$ cat config.mk
export PLATFORM = sky130hd
export DESIGN_NAME = ps2_mouse_packet_cursor_flat
export DESIGN_NICKNAME = d
export VERILOG_FILES = /design/src/pmc_pkg.sv /design/src/pmc_if.sv /design/src/pmc_axis.sv /design/src/ps2_mouse_packet_cursor.sv /design/src/flat_wrapper.sv
export SDC_FILE = /design/constraint.sdc
export NUM_CORES = 1
export LEC_CHECK = 0
export ABC_AREA = 1
export BUFFER_PORTS_ARGS = -buffer_cell sky130_fd_sc_hd__buf_2
export CORE_MARGIN = 3
export CORE_UTILIZATION = 55
export DETAILED_ROUTE_END_ITERATION = 8
export PLACE_DENSITY = 0.73
export SYNTH_ARGS = -nofsm -noshare
export SYNTH_HDL_FRONTEND = slang
export SYNTH_HIERARCHICAL = 1
export SYNTH_SLANG_ARGS = --single-unit
$ cat constraint.sdc
create_clock -name clk -period 4.8 [get_ports clk]
set_clock_uncertainty 0.1 [all_clocks]
set_input_delay 0.48 -clock clk [delete_from_list [all_inputs] [get_ports clk]]
set_output_delay 0.48 -clock clk [all_outputs]
set_load 0.1 [all_outputs]
$ cat src/pmc_pkg.sv
// pmc_pkg: shared constants, opcodes and coordinate helper functions
// for the ps/2 mouse packet cursor block; no dependencies
`default_nettype none

package pmc_pkg;

  localparam int COORD_WIDTH_DEF = 12;
  localparam int SIZE_WIDTH      = 13;
  localparam int BYTE_WIDTH      = 8;
  localparam int BTN_WIDTH       = 3;
  localparam int LIM_WIDTH       = 16;

  localparam logic [SIZE_WIDTH-1:0] RESET_SCREEN_WIDTH  = 13'd800;
  localparam logic [SIZE_WIDTH-1:0] RESET_SCREEN_HEIGHT = 13'd600;

  localparam logic [BYTE_WIDTH-1:0] SYNC_BIT    = 8'h08;
  localparam logic [BYTE_WIDTH-1:0] BUTTON_MASK = 8'h07;

  localparam logic [1:0] OP_BYTE     = 2'd0;
  localparam logic [1:0] OP_CLEAR    = 2'd1;
  localparam logic [1:0] OP_RECENTRE = 2'd2;

  localparam logic REG_SCREEN_WIDTH  = 1'b0;
  localparam logic REG_SCREEN_HEIGHT = 1'b1;

  typedef logic signed [BYTE_WIDTH:0] delta_t;

  // largest coordinate for a screen size, capped at cmax; zero size pins the axis to 0
  function automatic logic [LIM_WIDTH-1:0] axis_limit(
    input logic [SIZE_WIDTH-1:0] size,
    input logic [LIM_WIDTH-1:0]  cmax
  );
    logic [LIM_WIDTH-1:0] lim;
    lim = (size == '0) ? '0 : LIM_WIDTH'(size) - LIM_WIDTH'(1);
    return (lim > cmax) ? cmax : lim;
  endfunction

  function automatic logic [LIM_WIDTH-1:0] centre_of(
    input logic [SIZE_WIDTH-1:0] size,
    input logic [LIM_WIDTH-1:0]  cmax
  );
    logic [LIM_WIDTH-1:0] c;
    logic [LIM_WIDTH-1:0] lim;
    c   = LIM_WIDTH'(size >> 1);
    lim = axis_limit(size, cmax);
    return (c > lim) ? lim : c;
  endfunction

endpackage

`default_nettype wire

$ cat src/pmc_if.sv
// pmc_if: valid/ready channel interfaces for requests, results and
// configuration writes; depends on nothing
`default_nettype none

interface pmc_req_if;
  logic       valid;
  logic       ready;
  logic [1:0] opcode;
  logic [7:0] rx_byte;
  logic       from_aux;

  modport source (output valid, opcode, rx_byte, from_aux, input ready);
  modport sink   (input valid, opcode, rx_byte, from_aux, output ready);
endinterface

interface pmc_rsp_if #(parameter int CoordWidth = 12);
  logic                  valid;
  logic                  ready;
  logic [CoordWidth-1:0] cursor_x;
  logic [CoordWidth-1:0] cursor_y;
  logic [2:0]            button_bits;
  logic                  moved_flag;
  logic                  packet_done;

  modport source (output valid, cursor_x, cursor_y, button_bits, moved_flag, packet_done,
                  input ready);
  modport sink   (input valid, cursor_x, cursor_y, button_bits, moved_flag, packet_done,
                  output ready);
endinterface

interface pmc_cfg_if;
  logic        valid;
  logic        ready;
  logic        index;
  logic [12:0] data;

  modport source (output valid, index, data, input ready);
  modport sink   (input valid, index, data, output ready);
endinterface

`default_nettype wire

$ cat src/pmc_axis.sv
// pmc_axis: one cursor axis, moves by a signed delta with clamping and
// gives the recentre position; depends on pmc_pkg
`default_nettype none

module pmc_axis
  import pmc_pkg::*;
#(
  parameter int CoordWidth = COORD_WIDTH_DEF
) (
  input  wire logic [CoordWidth-1:0] pos,
  input  wire delta_t                delta,
  input  wire logic [SIZE_WIDTH-1:0] size,
  output logic      [CoordWidth-1:0] moved,
  output logic      [CoordWidth-1:0] centre
);

  localparam int SumWidth = LIM_WIDTH + 2;
  localparam logic [LIM_WIDTH-1:0] Cmax = LIM_WIDTH'((32'd1 << CoordWidth) - 32'd1);

  logic [LIM_WIDTH-1:0]       lim;
  logic [LIM_WIDTH-1:0]       ctr;
  logic signed [SumWidth-1:0] sum;
  logic signed [SumWidth-1:0] lim_s;

  always_comb begin
    lim   = axis_limit(size, Cmax);
    ctr   = centre_of(size, Cmax);
    sum   = $signed({2'b00, LIM_WIDTH'(pos)})
          + $signed({{(SumWidth-BYTE_WIDTH-1){delta[BYTE_WIDTH]}}, delta});
    lim_s = $signed({2'b00, lim});
    if (sum < 0) begin
      moved = '0;
    end else if (sum > lim_s) begin
      moved = lim[CoordWidth-1:0];
    end else begin
      moved = sum[CoordWidth-1:0];
    end
    centre = ctr[CoordWidth-1:0];
  end

endmodule

`default_nettype wire

$ cat src/ps2_mouse_packet_cursor.sv
// ps2_mouse_packet_cursor: three-byte mouse packet decoder with a clamped cursor
// result: registered, valid in the cycle after the request is accepted
// throughput: one request per cycle, the single result register sets the pace
// a stalled result holds the request side off until it is taken
// reset: sizes 800 x 600, cursor at the centre, buttons, flag and phase cleared
// depends on pmc_pkg, pmc_if and pmc_axis
`default_nettype none

module ps2_mouse_packet_cursor
  import pmc_pkg::*;
#(
  parameter int COORD_WIDTH = COORD_WIDTH_DEF
) (
  input wire logic clk,
  input wire logic rst,
  pmc_req_if.sink   req,
  pmc_rsp_if.source rsp,
  pmc_cfg_if.sink   cfg
);

  localparam logic [1:0] PH_FIRST = 2'd0;
  localparam logic [1:0] PH_X     = 2'd1;
  localparam logic [1:0] PH_Y     = 2'd2;

  localparam logic [LIM_WIDTH-1:0] Cmax = LIM_WIDTH'((32'd1 << COORD_WIDTH) - 32'd1);
  localparam logic [LIM_WIDTH-1:0] ResetCx = centre_of(RESET_SCREEN_WIDTH, Cmax);
  localparam logic [LIM_WIDTH-1:0] ResetCy = centre_of(RESET_SCREEN_HEIGHT, Cmax);

  logic [SIZE_WIDTH-1:0]  screen_width;
  logic [SIZE_WIDTH-1:0]  screen_height;
  logic [1:0]             phase, phase_next;
  logic [BTN_WIDTH-1:0]   first_buttons, first_buttons_next;
  logic [BYTE_WIDTH-1:0]  delta_x_byte, delta_x_byte_next;
  logic [COORD_WIDTH-1:0] pos_x, pos_x_next;
  logic [COORD_WIDTH-1:0] pos_y, pos_y_next;
  logic [BTN_WIDTH-1:0]   buttons, buttons_next;
  logic                   moved, moved_next;
  logic                   done, done_next;
  logic                   out_valid;

  logic                   accept;
  delta_t                 dx, dy;
  logic [COORD_WIDTH-1:0] x_moved, x_centre, y_moved, y_centre;

  assign accept    = req.valid && req.ready;
  assign req.ready = !out_valid || rsp.ready;
  assign cfg.ready = 1'b1;

  assign dx = $signed({delta_x_byte[BYTE_WIDTH-1], delta_x_byte});
  assign dy = -$signed({req.rx_byte[BYTE_WIDTH-1], req.rx_byte});

  pmc_axis #(.CoordWidth(COORD_WIDTH)) u_axis_x (
    .pos    (pos_x),
    .delta  (dx),
    .size   (screen_width),
    .moved  (x_moved),
    .centre (x_centre)
  );

  pmc_axis #(.CoordWidth(COORD_WIDTH)) u_axis_y (
    .pos    (pos_y),
    .delta  (dy),
    .size   (screen_height),
    .moved  (y_moved),
    .centre (y_centre)
  );

  always_comb begin
    phase_next         = phase;
    first_buttons_next = first_buttons;
    delta_x_byte_next  = delta_x_byte;
    pos_x_next         = pos_x;
    pos_y_next         = pos_y;
    buttons_next       = buttons;
    moved_next         = moved;
    done_next          = 1'b0;
    case (req.opcode)
      OP_BYTE: begin
        if (req.from_aux) begin
          case (phase)
            PH_FIRST: begin
              first_buttons_next = req.rx_byte[BTN_WIDTH-1:0] & BUTTON_MASK[BTN_WIDTH-1:0];
              if ((req.rx_byte & SYNC_BIT) != '0) begin
                phase_next = PH_X;
              end
            end
            PH_X: begin
              delta_x_byte_next = req.rx_byte;
              phase_next        = PH_Y;
            end
            default: begin
              buttons_next = first_buttons;
              pos_x_next   = x_moved;
              pos_y_next   = y_moved;
              moved_next   = 1'b1;
              phase_next   = PH_FIRST;
              done_next    = 1'b1;
            end
          endcase
        end
      end
      OP_CLEAR: begin
        moved_next = 1'b0;
      end
      OP_RECENTRE: begin
        pos_x_next         = x_centre;
        pos_y_next         = y_centre;
        buttons_next       = '0;
        moved_next         = 1'b0;
        phase_next         = PH_FIRST;
        first_buttons_next = '0;
        delta_x_byte_next  = '0;
      end
      default: begin
      end
    endcase
  end

  always_ff @(posedge clk) begin
    if (rst) begin
      screen_width  <= RESET_SCREEN_WIDTH;
      screen_height <= RESET_SCREEN_HEIGHT;
    end else if (cfg.valid && cfg.ready) begin
      case (cfg.index)
        REG_SCREEN_WIDTH:  screen_width  <= cfg.data;
        REG_SCREEN_HEIGHT: screen_height <= cfg.data;
        default: begin
        end
      endcase
    end
  end

  always_ff @(posedge clk) begin
    if (rst) begin
      phase         <= PH_FIRST;
      first_buttons <= '0;
      delta_x_byte  <= '0;
      pos_x         <= ResetCx[COORD_WIDTH-1:0];
      pos_y         <= ResetCy[COORD_WIDTH-1:0];
      buttons       <= '0;
      moved         <= 1'b0;
      done          <= 1'b0;
      out_valid     <= 1'b0;
    end else begin
      if (accept) begin
        phase         <= phase_next;
        first_buttons <= first_buttons_next;
        delta_x_byte  <= delta_x_byte_next;
        pos_x         <= pos_x_next;
        pos_y         <= pos_y_next;
        buttons       <= buttons_next;
        moved         <= moved_next;
        done          <= done_next;
        out_valid     <= 1'b1;
      end else if (rsp.ready) begin
        out_valid <= 1'b0;
      end
    end
  end

  // result fields are the state left by the last request, held while stalled
  assign rsp.valid       = out_valid;
  assign rsp.cursor_x    = pos_x;
  assign rsp.cursor_y    = pos_y;
  assign rsp.button_bits = buttons;
  assign rsp.moved_flag  = moved;
  assign rsp.packet_done = done;

endmodule

`default_nettype wire
$ cat src/flat_wrapper.sv
// flat-port wrapper written by rule: the top's interface ports become plain ports
module ps2_mouse_packet_cursor_flat import pmc_pkg::*;
#(
  parameter int COORD_WIDTH = COORD_WIDTH_DEF
)
  (clk, rst, req_valid, req_opcode, req_rx_byte, req_from_aux, req_ready, rsp_valid, rsp_cursor_x, rsp_cursor_y, rsp_button_bits, rsp_moved_flag, rsp_packet_done, rsp_ready, cfg_valid, cfg_index, cfg_data, cfg_ready);
  pmc_req_if req_i ();
  pmc_rsp_if rsp_i ();
  pmc_cfg_if cfg_i ();
  input wire logic clk;
  input wire logic rst;
  input wire logic [$bits(req_i.valid)-1:0] req_valid;
  input wire logic [$bits(req_i.opcode)-1:0] req_opcode;
  input wire logic [$bits(req_i.rx_byte)-1:0] req_rx_byte;
  input wire logic [$bits(req_i.from_aux)-1:0] req_from_aux;
  output wire logic [$bits(req_i.ready)-1:0] req_ready;
  output wire logic [$bits(rsp_i.valid)-1:0] rsp_valid;
  output wire logic [$bits(rsp_i.cursor_x)-1:0] rsp_cursor_x;
  output wire logic [$bits(rsp_i.cursor_y)-1:0] rsp_cursor_y;
  output wire logic [$bits(rsp_i.button_bits)-1:0] rsp_button_bits;
  output wire logic [$bits(rsp_i.moved_flag)-1:0] rsp_moved_flag;
  output wire logic [$bits(rsp_i.packet_done)-1:0] rsp_packet_done;
  input wire logic [$bits(rsp_i.ready)-1:0] rsp_ready;
  input wire logic [$bits(cfg_i.valid)-1:0] cfg_valid;
  input wire logic [$bits(cfg_i.index)-1:0] cfg_index;
  input wire logic [$bits(cfg_i.data)-1:0] cfg_data;
  output wire logic [$bits(cfg_i.ready)-1:0] cfg_ready;
  assign req_i.valid = req_valid;
  assign req_i.opcode = req_opcode;
  assign req_i.rx_byte = req_rx_byte;
  assign req_i.from_aux = req_from_aux;
  assign req_ready = req_i.ready;
  assign rsp_valid = rsp_i.valid;
  assign rsp_cursor_x = rsp_i.cursor_x;
  assign rsp_cursor_y = rsp_i.cursor_y;
  assign rsp_button_bits = rsp_i.button_bits;
  assign rsp_moved_flag = rsp_i.moved_flag;
  assign rsp_packet_done = rsp_i.packet_done;
  assign rsp_i.ready = rsp_ready;
  assign cfg_i.valid = cfg_valid;
  assign cfg_i.index = cfg_index;
  assign cfg_i.data = cfg_data;
  assign cfg_ready = cfg_i.ready;
  ps2_mouse_packet_cursor #(.COORD_WIDTH(COORD_WIDTH)) u_core (.clk(clk), .rst(rst), .req(req_i), .rsp(rsp_i), .cfg(cfg_i));
endmodule
* After elaboration in Yosys (flattened, before gate mapping) *
Cells that the tools add are included.
Widths: inputs -> output; s select.

word-level totals
  flip-flop bits (word level) = 69

operators by class
  add/sub/neg operators = 5
  order comparisons = 8
  bitwise gates (word level) = 1
  equality and inequality tests = 8
  reduce and logical (&&, ||, !) cells = 19
  multiplexer cells = 37

operators with widths
  cell                   number
  $mux 12                10
  $mux 16                4
  $pmux 12 s2            2
  $gt 14x17->1           2
  $gt 12x16->1           2
  $gt 16x12->1 const B   2
  $lt 14x1->1 const B    2
  $sub 13x1->14 const B  2
  $logic_not 13->1       2
  $reduce_and 4->1       5
  $mux 8                 2
  $pmux 8 s2             1
  $add 13x8->14          1
  $add 13x9->14          1
  $mux 3                 4
  $pmux 3 s2             2
  $neg 8->9              1
  $pmux 2 s2             2
  $mux 1                 7
  $reduce_bool 2->1      3
  $eq 2x1->1 const B     2
  $logic_not 2->1        2
  $mux 2                 2
  $ne 2x1->1 const B     2
  other kinds (10)       13

* Logic depth before layout (Yosys ltp) *
Gate-level depths: netlist of the first run.

  word-level depth = 10
  gate-level depth with buffers = 33
  mapped depth without buffers = 32

* Modules after synthesis *
Netlist of the first run, hierarchy kept.

by module, submodules not included
  module                       area an instance (µm²)  sequential area each (µm²)  instances  cells each
  ps2_mouse_packet_cursor      3213.1                  1381.3                      1          485
  pmc_axis at u_core.u_axis_y  2065.7                  0.0                         1          353
  pmc_axis at u_core.u_axis_x  2058.2                  0.0                         1          355

* Worst setup path before layout of the first run *
Ideal clock, no wire load.

  kind = in2reg
  from = input req_rx_byte[0]
  to = register u_core.pos_y[10], in the netlist u_core/rsp.cursor_y[10]
  slack = 0.409 ns
  buffers on the path = 2
  data required time = 4.583 ns
  library setup time = 0.117 ns
  cell stages on the path = 28
  data arrival time = 4.175 ns
  cells stage by stage = inv_1 ha_1 nand3_1 nor2_1 a31oi_1 ha_1 a21oi_1 o21ai_2 a21boi_2 o21ai_0 xnor2_2 buf_6 inv_1 ha_1 nand2_1 nor3_1 nand2_1 o21ai_1 inv_1 nand2_4 buf_6 nand2_2 nand2_1 nor2_1 a21boi_0 nand2_1 nand2_1 nor2_1

on the way
  longest elaborated chain between the ends = 8

ends and longest elaborated chain
  element                       RTL line                        source
  start: declaration            flat_wrapper.sv:14              input wire logic [$bits(req_i.rx_byte)-1:0] req_rx_byte;
  $neg 8->9 *                   ps2_mouse_packet_cursor.sv:50   assign dy = -$signed({req.rx_byte[BYTE_WIDTH-1], req.rx_byte});
  named net u_core.dy[8]        ps2_mouse_packet_cursor.sv:42   delta_t dx, dy;
  $add 13x9->14 *               pmc_axis.sv:29                  + $signed({{(SumWidth-BYTE_WIDTH-1){delta[BYTE_WIDTH]}}, delta});
  $gt 14x17->1                  pmc_axis.sv:33                  end else if (sum > lim_s) begin
  $mux 12                       pmc_axis.sv:33
  $mux 12 *                     pmc_axis.sv:31                  if (sum < 0) begin
  named net u_core.y_moved[10]  ps2_mouse_packet_cursor.sv:43   logic [COORD_WIDTH-1:0] x_moved, x_centre, y_moved, y_centre;
  $mux 12 *                     ps2_mouse_packet_cursor.sv:80   case (phase)
  $mux 12 *                     ps2_mouse_packet_cursor.sv:79   if (req.from_aux) begin
  $pmux 12 s2 *                 ps2_mouse_packet_cursor.sv:77   case (req.opcode)
  end signal: assignment        ps2_mouse_packet_cursor.sv:139  pos_y <= ResetCy[COORD_WIDTH-1:0];
  end signal: assignment        ps2_mouse_packet_cursor.sv:150  pos_y <= pos_y_next;
  end: declaration              ps2_mouse_packet_cursor.sv:35   logic [COORD_WIDTH-1:0] pos_y, pos_y_next;

The timed path passes the listed nets; every way through them passes the cells marked *. The select of a mux whose other input is x is not followed.
A chain may end at the register's enable or synchronous reset.

* Final worst setup path of the first run *
  from = input req_rx_byte[0]
  to = register u_core.pos_y[6], in the netlist u_core/rsp.cursor_y[6]

The elaborated chain is that of the path after synthesis.

==> results by stage, run 1 <==
CTS:
- The clock reaches the later pin of the worst-skew pair after 0.34 ns.
- Counting the buffers created by CTS gives 9.
- Clock tree synthesis selected as its root buffer the cell sky130_fd_sc_hd__clkbuf_16.
- The clock tree from TritonCTS is done.
- The clock-pin transition on the worst setup and hold timing paths is 0.06 ns.
- The count of clock tree sinks is approximately 70.
- The H-tree was split into 3 levels.
- The quantity of hold-fixing buffers added after cts is 0.
- The worst-case clock buffer depth is 2.

Setup path:
- The worst setup path is captured at a flop.
- The worst setup path is launched from a primary input.
- The delay of the slowest critical-path stage is between 0.3 and 0.4 ns.
- Data arrives at the worst endpoint at ~4.5 ns.
- The required time reported for the critical path endpoint is 4.94 ns.
- Along the worst path, the maximum fanout reaches 18.
- The type of the setup path with the least slack is in -> reg.
- The slowest library cell on the worst path is sky130_fd_sc_hd__ha_1.
- The most numerous cell on the critical path is sky130_fd_sc_hd__nand2_1.

Floorplanning:
- For this design the top-level I/O count stands at 62.
- The vertical die dimension is 122 um.
- Measured along the x axis, the die boundary spans ~120 um.
- The floorplan step defined a core boundary enclosing between 0.01 and 0.015 sq mm.
- The effective utilization at floorplan is 0.572.
- The die covers 0.0148 sq mm.
- Row generation in the floorplan step produced 41 rows.

Place:
- At the end of routability-driven placement, the weighted congestion stood at 0.897.
- The worst-case setup slack after placement is 0.196 ns.
- The post-detailed-placement half-perimeter wirelength is 14.7 mm.
- In this run, placement finished with an instance count of roughly 1,400.
- Buffers placed on the I/O ports in this run total 60.
- Summing all placed instances gives a cell area of just under 0.008 sq mm.

Layout:
- The post-layout net count is 1,347.
- The finished cells cover 0.00799 sq mm.
- The repair_antennas step left the layout with diodes totalling 0.
- The number of cells in the finished layout apart from fillers is around 1,400.
- The proportion of layout cells with a drive suffix above 1 is 0.117.
- The area growth from synthesis to layout is 8.83%.

Routing:
- The wire length per cell after detailed routing is 13.1 um.
- In this run, the number of DRC markers left after iteration 0 of detailed routing was around 550.
- Dividing the detail-routed via count by the number of cells gives approximately 5.2.
- The count of unresolved DRC violations after routing is 0.
- The detailed-route wire length is 18.6 mm.
- The first TritonRoute pass finished after 5 iterations.
- Summing over every cut layer, the via total after detailed routing is 7,363.
- The count of nets left with antenna violations after detail routing is 0.

Power:
- For this design the ratio of total power to cell area is 296 mW/mm^2.
- The leakage dissipation is 0.00435 uW.
- Across the VDD grid, the largest voltage drop is ~0.17 mV.

Yosys:
- Of the total synthesized cell area, the portion taken by AND, OR, NAND and NOR gates is 0.410.
- Of the total synthesized cell area, the portion taken by XOR and XNOR cells is 0.0559.
- The biggest area consumer among synthesized cells is sky130_fd_sc_hd__dfxtp_1.
- Of the synthesized area, sequential elements account for 0.188.
- The multiplexer share of the synthesized area is 0.
- Ranked by total cell area, the synthesized netlist is headed by sky130_fd_sc_hd__dfxtp_1 19%, sky130_fd_sc_hd__nand2_1 17%, sky130_fd_sc_hd__ha_1 13%, sky130_fd_sc_hd__nor2_1 9.6%, sky130_fd_sc_hd__inv_1 6.5%.
- Of the total synthesized cell area, the portion taken by full adders, half adders and majority gates is 0.135.
- The share of the synthesized area in the top cell type is 0.188.
- The dominant combinational cell family by area after synthesis is simple AND/OR/NAND/NOR gates.
- The count of yosys warnings during synthesis is 6.
- The number of distinct library cell variants in the gate-level netlist after synthesis is 44.
- In this run, synthesis produced a sequential element count of 69.
- The synthesized netlist occupies a cell area of 0.00734 sq mm.
- A synthesized cell averages 6.15 sq um.
- The compound-gate portion of the synthesized area is 0.106.
- The number of instances in the synthesized netlist is 1,193.

GRT:
- The number of global-route vias before repair is 6,699.
- The global-route met1 utilization is 0.336.
- In the global route stage, met2 resource usage came out at 0.434.
- Entering global routing, the biggest net connects 41 pins.
- For this run the aggregate overflow at the end of global routing stands at 0.
- The routing usage on met3 is 0.0359.
- After global routing, the most crowded layer is met2.
- The global-route wire length before repair is about 31 mm.
- The number of antenna violations at the first check in global routing is 0.
- The global-route usage over all layers is 0.256.

STA:
- For the pin with the worst max-slew slack, the measured transition is roughly 0.74 ns.
- Setup total negative slack on the finished layout was measured at 0 ns.
- Setup repair after global routing left no endpoint under its margin.
- For this run, the top clock speed supported by timing is ~0.23 GHz.
- In the post-route analysis, the smallest setup slack over all paths is 0.465 ns.
- The final-report max-slew violation count is 0.
- Setup violations remaining at the end of the flow were counted as 0.
- The number of hold violations in the final report is 0.
- The worst slew margin relative to its limit is 0.508.
- The part of the cycle the worst path needs is 0.903.
- The final critical delay including setup and external delays is about 4.3 ns.

Hold path:
- The tightest min-delay check is of the in -> reg type.

Run status:
- The flow ran to the end, and the final reports show no timing, DRC or antenna violations.

Flow run:
- Max-cap violations in this run came to 0.
[routing by layer]
layer / routed length, um / share of wire / up-vias
met5: 0 / 0 / -
met4: 346 / 0.019 / 0
met3: 682 / 0.037 / 23
met2: 8940 / 0.48 / 140
met1: 8620 / 0.46 / 3312
li1: - / - / 3888
[cell type report]
type                            instances  area [sq um]
Multi-Input combinational cell        955          5210
Fill cell                            1300          4840
Inverter                              136           513
Clock buffer                           11           243
Sequential cell                        69          1380
Clock inverter                          5          60.1
Timing Repair Buffer                   68           360
Tap cell                              172           215
[cell families after synthesis]
family,Yosys count
compound gates,136
other cells,3
fa+ha+maj,78
flops,69
buf+inv,173
xor+xnor,46
simple gates,688
[layout by cell type (no fill, tap or decap), types with 2 or more instances in the layout]
master                      synthesis  routed
sky130_fd_sc_hd__nand2_1          330     330
sky130_fd_sc_hd__nor2_1           188     188
sky130_fd_sc_hd__inv_1            128     127
sky130_fd_sc_hd__nand3_1           92      92
sky130_fd_sc_hd__ha_1              76      76
sky130_fd_sc_hd__dfxtp_1           69      69
sky130_fd_sc_hd__buf_2              7      60
sky130_fd_sc_hd__a21oi_1           49      49
sky130_fd_sc_hd__o21ai_0           45      45
sky130_fd_sc_hd__xor2_1            40      40
sky130_fd_sc_hd__nand2_2           20      20
sky130_fd_sc_hd__a21boi_0          17      17
sky130_fd_sc_hd__nor3_1            14      14
sky130_fd_sc_hd__nand4_1           13      13
sky130_fd_sc_hd__clkbuf_16          0       9
sky130_fd_sc_hd__inv_2              7       8
sky130_fd_sc_hd__buf_4              4       8
sky130_fd_sc_hd__nor2_4             7       7
sky130_fd_sc_hd__conb_1             3       7
sky130_fd_sc_hd__xnor2_1            5       5
sky130_fd_sc_hd__o21ai_1            5       5
sky130_fd_sc_hd__a211oi_1           5       5
sky130_fd_sc_hd__nand2_4            5       5
sky130_fd_sc_hd__nor3_2             5       5
sky130_fd_sc_hd__o21bai_1           5       5
sky130_fd_sc_hd__nor2_2             4       4
sky130_fd_sc_hd__o211ai_1           4       4
sky130_fd_sc_hd__clkinv_4           0       2
sky130_fd_sc_hd__a31oi_1            2       2
sky130_fd_sc_hd__nand3_2            2       2
sky130_fd_sc_hd__or2_2              2       2
sky130_fd_sc_hd__fa_1               2       2
sky130_fd_sc_hd__o21ai_2            2       2
[worst paths after layout]
path | from | depth (start not counted) | end | slack, ns
setup reg to reg | u_core/rsp.cursor_x[0] | 29 | u_core/rsp.cursor_x[6] | 0.55
setup / recovery | req_rx_byte[0] | 33 | u_core/rsp.cursor_y[6] | 0.47
hold / removal | rst | 2 | u_core/rsp.valid | 0.23
hold reg to reg | u_core/rsp.moved_flag | 2 | u_core/rsp.moved_flag | 0.38
[where the power goes]
part / internal [uW] / total [uW] / switching [uW]
clock: 417 / 680 / 263
sequential: 612 / 661 / 48.7
combinational: 330 / 1020 / 693
total: 1360 / 2360 / 1000
[Yosys cell counts, drive strengths merged]
library cell and instances:
nand3b 3, inv 136, conb 3, o21ai 52
nor3 19, buf 24, o21bai 5, a31oi 2
clkbuf 13, o211ai 4, nor2 199, a21oi 49
ha 76, fa 2, or2 3, dfxtp 69
xnor2 6, xor2 40, a21boi 18, nand4 13
nand3 95, a221oi 1, nand2 356, a211oi 5
[flip-flops by register name, summed over array words and instances, names as in the netlist]
signal / count
u_core/screen_height: 13
u_core/screen_width: 13
u_core/rsp.cursor_x: 12
u_core/rsp.cursor_y: 12
u_core/delta_x_byte: 8
u_core/first_buttons: 3
u_core/rsp.button_bits: 3
u_core/phase: 2
u_core/rsp.moved_flag: 1
u_core/rsp.packet_done: 1
u_core/rsp.valid: 1
[stage by stage]
stage	util	hold slack, ns	total power [uW]
after global placement	0.599	0.364	1680
after global routing	0.623	0.241	2540
after detailed placement	0.599	0.370	1690
final	0.623	0.227	2360
after floorplan	-	0.355	1500
after CTS	0.623	0.214	2370
[critical path, delay by kind of cell]
kind                     cells  cell delay (ns)
adder cells (fa/ha/maj)      3             0.86
AO/OA/AOI/OAI                4             0.66
XOR/XNOR                     2             0.26
buffers and inverters        4             0.39
AND/OR/NAND/NOR             20             1.83
[repair_timing]
item                       CTS  global route
setup buffers                0             0
gates resized for setup      0             0
setup endpoints to repair    0             1
(Power assumes the default switching activity.)
==> run 2: changes to the inputs <==
--- a/config.mk
+++ b/config.mk
@@ -9,6 +9,7 @@
 export BUFFER_PORTS_ARGS = -buffer_cell sky130_fd_sc_hd__buf_2
 export CORE_MARGIN = 3
 export CORE_UTILIZATION = 55
+export CTS_BUF_LIST = sky130_fd_sc_hd__clkbuf_8
 export DETAILED_ROUTE_END_ITERATION = 8
 export PLACE_DENSITY = 0.73
 export SYNTH_ARGS = -nofsm -noshare
==> results by stage, run 2 (synthesis results as in run 1) <==
Power:
- The cell area power density is 276 mW/mm^2 (-6.8%).
- The leakage dissipation is 0.00432 uW (-0.63%).
- The power after layout came to 2180 uW (-7.7%).
- The maximum vdd drop is 0.160 mV (-5.8%).

STA:
- Setup repair after global routing left no endpoint under its margin.
- The final setup TNS is 0 ns (unchanged).
- The final-report max-slew violation count was 0 (unchanged).
- The top achievable clock speed is 0.225 GHz (-2.3%).
- The worst slew margin relative to its limit is 0.502 (-0.00623).
- The final critical delay including setup and external delays is 4.44 ns (+0.104 ns).
- The part of the cycle the worst path needs is 0.925 (+0.0216).
- The number of hold violations in the final report is 0 (unchanged).
- The final number of setup-violating endpoints is 0 (unchanged).
- The actual transition at the worst max-transition pin is 0.745 ns (+0.00931 ns).

Floorplanning:
- The effective utilization at floorplan is 0.572 (unchanged).
- The vertical die dimension is 122 um (unchanged).
- The floorplan die area is 0.0148 sq mm (unchanged).
- The number of top-level pins is 62 (unchanged).
- The placement row count is 41 (unchanged).
- The width of the die is 122 um (unchanged).
- The area inside the core boundary is 0.0128 sq mm (unchanged).

Layout:
- The combined area of the multi-input logic cells was 0.00521 sq mm (unchanged).
- The antenna diode count was 0 (unchanged).
- The finished layout cell area is 0.00791 sq mm (-0.92%).
- Leaving out fill and tap cells, the most frequent cells in the layout are 330 x sky130_fd_sc_hd__nand2_1, 188 x sky130_fd_sc_hd__nor2_1, 128 x sky130_fd_sc_hd__inv_1.
- The most common cell after layout, fill and taps aside is sky130_fd_sc_hd__nand2_1.
- The register area is 0.00138 sq mm (unchanged).
- The final cell utilization of the core was 0.617 (-0.00576).
- The post-layout net count is 1,349 (+0.15%).
- The number of filler cells placed in the layout was 1,309 (+0.69%).
- The number of cells in the finished layout apart from fillers came to 1,418 (+0.14%).
- Relative to the synthesized area, the layout overhead comes to 7.83%.
- The proportion of layout cells with a drive suffix above 1 is 0.118 (+0.00142).
- The largest registers in the layout are u_core/screen_height (13), u_core/screen_width (13).

Run status:
- The run finished with clean final reports.

GRT:
- The total congestion overflow is 0 (unchanged).
- The global-route wire length before repair came to 31.1 mm (+0.34%).
- The number of antenna violations at the first check in global routing is 0 (unchanged).
- The number of global-route vias before repair is 6,682 (-0.25%).
- The global-route usage over all layers was 0.255 (-0.000513).
- The pin count of the biggest net entering global routing is 41 (unchanged).

Routing:
- The detailed-routing iteration count for the pre-antenna-repair pass is 6 (+1).
- The count of nets left with antenna violations after detail routing came to 0 (unchanged).
- The count of unresolved DRC violations after routing was 0 (unchanged).
- The wire length per cell after detailed routing is 13.1 um (-0.42%).
- The detailed router's first-iteration violation count is 565 (+2.5%).
- The detailed-route via count came to 7,382 (+0.26%).
- The number of vias per cell after detailed routing came to 5.21 (+0.12%).
- The detailed-route wire length is 18.5 mm (-0.28%).

Setup path:
- The kind of launch point of the worst setup path is a primary input.
- The endpoint of the worst-slack reg-to-reg timing path is u_core/rsp.cursor_x[6].
- The critical path startpoint is req_rx_byte[0].
- The worst-path maximum fanout was 14 (-4).
- The delay of the slowest critical-path stage is 0.34 ns (about the same).
- The number of buffers and inverters on the critical path is 4 (unchanged).
- The critical path depth is 33 (unchanged).
- The worst register-to-register path begins at u_core/rsp.cursor_x[0].
- The worst setup path is captured at a flop.
- The critical path is of the in -> reg type.
- The arrival time of data at the critical path endpoint came to 4.60 ns (+0.12 ns).
- The worst reg2reg path depth was 29 (unchanged).
- The worst setup path endpoint is u_core/rsp.cursor_y[10].
- The slowest library cell on the worst path is sky130_fd_sc_hd__ha_1.
- The required time reported for the critical path endpoint is 4.96 ns (+0.02 ns).
- The cell class contributing the biggest share of worst-path delay is simple AND/OR/NAND/NOR gates.
- The setup slack on the worst flop-to-flop path was 0.53 ns (-0.02 ns).
- Counting stages on the worst path, the most repeated cell is sky130_fd_sc_hd__nand2_1.

Hold path:
- The path type of the worst min-delay path is in -> reg.

CTS:
- The number of CTS-inserted buffers is 9 (unchanged).
- The number of levels the H-tree was split into came to 3 (unchanged).
- The source-to-sink clock delay at the later pin of the worst-skew pair was 0.36 ns (+0.02 ns).
- The clock-pin transition on the worst setup and hold timing paths was 0.08 ns (+0.02 ns).
- The worst-case clock buffer depth came to 2 (unchanged).
- The count of clock tree sinks is 69 (unchanged).
- The quantity of hold-fixing buffers added after cts was 0 (unchanged).
- The tree is rooted in a sky130_fd_sc_hd__clkbuf_8.
- The clock tree from TritonCTS is done.

Flow run:
- The number of maximum-capacitance constraint violations is 0 (unchanged).

Place:
- The post-detailed-placement half-perimeter wirelength is 14.7 mm (unchanged).
- The port buffer count is 60 (unchanged).
- The total placed instance area came to 0.00768 sq mm (unchanged).
- The final estimated routing congestion in global placement is 0.897 (unchanged).
- The number of cells in the design after placement is 1,400 (unchanged).
-- run 2: through the flow --
| stage | hold WS, ns | worst slack (ns) |
|---|---|---|
| after floorplan | 0.355 | 0.409 |
| after detailed placement | 0.370 | 0.196 |
| after global routing | 0.208 | 0.000135 |
| final | 0.209 | 0.361 |
| after CTS | 0.188 | 0.480 |
| after global placement | 0.364 | 0.324 |
-- run 2: power breakdown --
group	switching [uW]	leakage [uW]	internal [uW]
clock	239	0.000104	253
sequential	48.8	0.000567	611
combinational	694	0.00365	337
total	982	0.00432	1200
-- run 2: cell type report --
class | instances | share of cell area
multi-input cells | 955 | 0.659
well taps | 172 | 0.0272
flip-flops and latches | 69 | 0.175
clock inverters | 6 | 0.00807
repair buffers | 70 | 0.0490
inverters | 136 | 0.0648
clock buffers | 10 | 0.0174
-- run 2: worst min-delay path by stage --
| stage | from | cells past startpoint | slack (ns) | endpoint |
|---|---|---|---|---|
| after global placement | u_core/first_buttons[2] | 2 | 0.36 | u_core/first_buttons[2] |
| after CTS | rst | 2 | 0.19 | u_core/rsp.valid |
| after global routing | rst | 2 | 0.21 | u_core/rsp.valid |
| after floorplan | u_core/first_buttons[0] | 2 | 0.36 | u_core/first_buttons[0] |
| after detailed placement | u_core/rsp.moved_flag | 2 | 0.37 | u_core/rsp.moved_flag |
| final | rst | 2 | 0.21 | u_core/rsp.valid |
-- run 2: repair_timing --
action                     4_1_cts  5_1_grt
gates resized for setup          0        0
setup buffers                    0        2
setup endpoints to repair        0        1
-- run 2: routing by layer --
| metal | global-route usage | share of wire | up-vias |
|---|---|---|---|
| met5 | 0 | 0 | - |
| met4 | 0.0693 | 0.016 | 0 |
| met3 | 0.0331 | 0.032 | 20 |
| met2 | 0.436 | 0.48 | 120 |
| met1 | 0.338 | 0.47 | 3351 |
| li1 | - | - | 3891 |
==> run 3: changes to the inputs <==
--- a/config.mk
+++ b/config.mk
@@ -5,7 +5,6 @@
 export SDC_FILE = /design/constraint.sdc
 export NUM_CORES = 1
 export LEC_CHECK = 0
-export ABC_AREA = 1
 export BUFFER_PORTS_ARGS = -buffer_cell sky130_fd_sc_hd__buf_2
 export CORE_MARGIN = 3
 export CORE_UTILIZATION = 55
==> results by stage, run 3 <==
CTS:
- The number of levels the H-tree was split into is 3 (unchanged).
- The clock tree from TritonCTS is done.
- The number of CTS-inserted buffers was 9 (unchanged).
- The clock-pin transition on the worst setup and hold timing paths is 0.07 ns (about the same).
- The worst-case clock buffer depth is 2 (unchanged).
- The source-to-sink clock delay at the later pin of the worst-skew pair is 0.37 ns (about the same).
- The clock root buffer is sky130_fd_sc_hd__clkbuf_8.
- The count of clock tree sinks came to 69 (unchanged).

Layout:
- The top cell types in the final layout, fill and taps aside, are 101 x sky130_fd_sc_hd__buf_4, 87 x sky130_fd_sc_hd__nand2_1, 72 x sky130_fd_sc_hd__ha_1.
- The largest registers in the layout are u_core/screen_height (13), u_core/screen_width (13).
- The finished layout cell area was 0.00893 sq mm (+13%).
- Leaving out fill and tap cells, the most frequent cell in the layout is sky130_fd_sc_hd__buf_4.
- The proportion of layout cells with a drive suffix above 1 is 0.274 (+0.156).
- The post-layout net count is 1,147 (-15%).
- The antenna diode count is 0 (unchanged).
- Compared with the post-synthesis result, the final layout area differs by 20.6%.

Yosys:
- The most common cell in the synthesized netlist is sky130_fd_sc_hd__nand2_1.
- The async set-reset flop share out of synthesis is 0 (unchanged).
- The number of distinct library cell variants in the gate-level netlist after synthesis came to 84 (+91%).
- The proportion of synthesized chip area in sequential cells came to 0.187 (-0.00165).
- The number of enable-type register cells in the synthesized netlist is 0 (unchanged).
- The count of yosys warnings during synthesis came to 6 (unchanged).
- The dominant combinational cell family by area after synthesis is simple AND/OR/NAND/NOR gates.
- The compound-gate portion of the synthesized area is 0.213 (+0.107).
- Yosys attributes the largest share of cell area to sky130_fd_sc_hd__dfxtp_1 19%, sky130_fd_sc_hd__ha_1 13%, sky130_fd_sc_hd__mux2i_1 7.8%, sky130_fd_sc_hd__nand2_1 4.4%, sky130_fd_sc_hd__xnor2_1 4.3%.
- The count of state elements after synthesis is 69 (unchanged).
- The average size of a mapped cell is 8.14 sq um (+32%).
- The post-synthesis cell area was 0.00740 sq mm (+0.89%).
- The most instantiated flip-flop cell in the synthesis netlist is sky130_fd_sc_hd__dfxtp_1.
- The simple logic cell fraction of the synthesized area is 0.217 (-0.193).
- The biggest area consumer among synthesized cells is sky130_fd_sc_hd__dfxtp_1.
- By count the netlist is led by 87 x sky130_fd_sc_hd__nand2_1, 76 x sky130_fd_sc_hd__ha_1, 69 x sky130_fd_sc_hd__dfxtp_1.
- The number of instances in the synthesized netlist is 909 (-24%).
- The multiplexer share of the synthesized area was 0.121 (+0.121).
- The adder-cell share of the synthesized area is 0.137 (+0.00152).
- The share of the synthesized area in the top cell type is 0.187 (-0.00165).
- The post-synthesis xor/xnor area fraction is 0.0592 (+0.00323).

STA:
- The final worst slack was -0.00898 ns (-0.370 ns).
- The final critical delay including setup and external delays is 4.81 ns (+0.370 ns).
- The number of hold violations in the final report came to 0 (unchanged).
- The actual transition at the worst max-transition pin came to 1.04 ns (+0.296 ns).
- The part of the cycle the worst path needs is 1.00 (+0.0771).
- The final number of setup-violating endpoints came to 1 (+1).
- The worst slew margin relative to its limit is 0.306 (-0.196).
- The worst slack on hold paths is 0.243 ns (+0.0334 ns).
- The final-report max-slew violation count was 0 (unchanged).
- Setup repair after global routing could not meet its margin everywhere.
- The top achievable clock speed is 0.208 GHz (-7.7%).

Setup path:
- The arrival time of data at the critical path endpoint was 4.93 ns (+0.33 ns).
- The required time reported for the critical path endpoint is 4.92 ns (-0.04 ns).
- The worst reg2reg path depth is 24 (-17%).
- The cell that appears most often on the critical path is sky130_fd_sc_hd__buf_4.
- By startpoint and endpoint, the worst setup path is classified as reg -> reg.
- The worst-path maximum fanout is 4 (-10).
- The type of destination of the critical path is a flop.
- The critical path goes through ha_4, fa_2, a21o_1, a21oi_2, o21bai_2, a2111oi_4, o311ai_2, a21oi_1, o21a_1, xnor2_2, ha_4, buf_4, buf_4, nand4_1, nor2_1, nand4_1, inv_1, a41o_1, buf_4, or3_1, o211a_1, nor2b_4, a211oi_2, mux2i_1.
- The worst setup path is launched from a flop.
- For this design, the slowest cell found on the critical path is sky130_fd_sc_hd__a2111oi_4.
- The setup slack on the worst flop-to-flop path was -0.009 ns (-0.54 ns).
- The delay of the slowest critical-path stage is 0.40 ns (+0.06 ns).

Flow run:
- The number of maximum-capacitance constraint violations was 0 (unchanged).

GRT:
- The total congestion overflow is 0 (unchanged).
- The global-route usage over all layers is 0.265 (+0.00975).
- The pin count of the biggest net entering global routing is 64 (+56%).
- The number of global-route vias before repair came to 6,346 (-5.0%).
- The number of antenna violations at the first check in global routing is 0 (unchanged).
- The global-route wire length before repair is 31.6 mm (+1.6%).

Routing:
- The detailed-routing iteration count for the pre-antenna-repair pass is 5 (-1).
- The detailed-route wire length is 20.0 mm (+8.0%).
- The number of vias per cell after detailed routing is 5.81 (+12%).
- The count of unresolved DRC violations after routing came to 0 (unchanged).
- The detailed-route via count is 7,064 (-4.3%).
- The detailed router's first-iteration violation count is 479 (-15%).
- The wire length per cell after detailed routing came to 16.5 um (+26%).
- The count of nets left with antenna violations after detail routing is 0 (unchanged).

Floorplanning:
- The floorplan die area is 0.0149 sq mm (+0.84%).
- The vertical die dimension is 122 um (+0.42%).
- The area inside the core boundary is 0.0129 sq mm (+0.40%).
- The placement row count is 41 (unchanged).
- The width of the die was 122 um (+0.42%).
- The number of top-level pins was 62 (unchanged).
- The effective utilization at floorplan is 0.575 (+0.00277).

Power:
- The switching power as a share of total power is 0.383 (-0.0667).
- The portion of total power attributed to the clock network is 0.246 (+0.021).
- The leakage dissipation is 0.00418 uW (-3.3%).
- The share of total power in combinational logic came to 0.468 (-0.004).
- The power share of the sequential group is 0.287 (-0.015).
- The switching power is 829 uW (-16%).
- The cell area power density is 242 mW/mm^2 (-12%).
- The maximum vdd drop is 0.187 mV (+17%).
- The internal power component is 1330 uW (+11%).

Place:
- The total placed instance area was 0.00843 sq mm (+9.7%).
- The final estimated routing congestion in global placement came to 0.904 (+0.76%).
- The port buffer count is 60 (unchanged).
- The post-detailed-placement half-perimeter wirelength is 15.5 mm (+5.6%).

Run status:
- The run finished, with violations left.
- The checks that failed: setup timing.

Hold path:
- The worst hold path belongs to the class in -> reg.
- The number of cells on the worst hold path came to 3 (+1).
## run 3: cell count changes in the layout (fill, tap and decap cells not counted), moves of 29 or more
cell and delta:
sky130_fd_sc_hd__nor2b_1 +30, sky130_fd_sc_hd__buf_4 +92, sky130_fd_sc_hd__xnor2_1 +29, sky130_fd_sc_hd__nor2_1 -138
sky130_fd_sc_hd__nand3_1 -80, sky130_fd_sc_hd__nand2_1 -243, sky130_fd_sc_hd__mux2i_1 +58, sky130_fd_sc_hd__inv_1 -76
## run 3: area by class of cell
class                           count  area [sq um]
Multi-Input combinational cell    741          5790
Inverter                           55           209
Timing Repair Buffer              163          1090
Fill cell                        1058          3950
Clock inverter                      7          97.6
Tap cell                          172           215
Clock buffer                        9           124
Sequential cell                    69          1400
## run 3: metal layers
layer | GRT usage | vias to the layer above | share of wire
met5 | 0 | - | 0
met4 | 0.0644 | 0 | 0.011
met3 | 0.0362 | 18 | 0.057
met2 | 0.390 | 211 | 0.42
met1 | 0.406 | 3280 | 0.51
li1 | - | 3555 | -
## run 3: power groups by stage
| stage | clock [uW] | sequential [uW] | combinational, uW |
|---|---|---|---|
| 2_1_floorplan | 0 | 684 | 618 |
| 3_3_place_gp | 0 | 633 | 920 |
| 3_5_place_dp | 0 | 633 | 931 |
| 4_1_cts | 542 | 620 | 940 |
| 5_1_grt | 569 | 623 | 1100 |
| 6_report | 531 | 620 | 1010 |
## run 3: worst paths after layout
check,from,to
worst max-delay path,u_core/rsp.cursor_y[0],u_core/rsp.cursor_y[2]
worst min register to register,u_core/rsp.button_bits[2],u_core/rsp.button_bits[2]
worst max register to register,u_core/rsp.cursor_y[0],u_core/rsp.cursor_y[2]
worst min-delay path,cfg_data[3],u_core/screen_height[3]
## run 3: repair_timing
action	in CTS	in global routing
gates resized for setup	4	44
hold buffers	0	0
setup buffers	0	7
pin swaps	1	35
endpoints found under the setup margin	13	24
## run 3: critical path, delay by kind of cell (launching register included)
family / cells / cell delay [ns]
compound gates: 10 / 2.02
xor+xnor: 1 / 0.15
fa+ha+maj: 3 / 0.75
buf+inv: 4 / 0.45
flops: 1 / 0.37
mux: 1 / 0.10
simple gates: 5 / 0.70
## run 3: per-stage QoR
step	std cells	setup WS [ns]	total power, uW	setup TNS, ns	util
floorplan	913	-0.00718	1300	-0.00718	-
global placement	1193	-0.302	1550	-2.99	0.655
detailed placement	1193	-0.395	1560	-4.99	0.655
CTS	1209	0.00182	2100	0	0.673
global route	1216	-0.210	2290	-1.83	0.693
finish	1216	-0.00898	2160	-0.00898	0.693
## run 3: kinds of logic (layout without fill, tap and decap cells)
kind of cell             Yosys count  in the layout
buffers and inverters            103            234
other                              3              7
XOR/XNOR                          50             50
multiplexers                      81             81
flip-flops                        69             69
AND/OR/NAND/NOR                  302            302
AO/OA/AOI/OAI                    221            221
adder cells (fa/ha/maj)           80             80
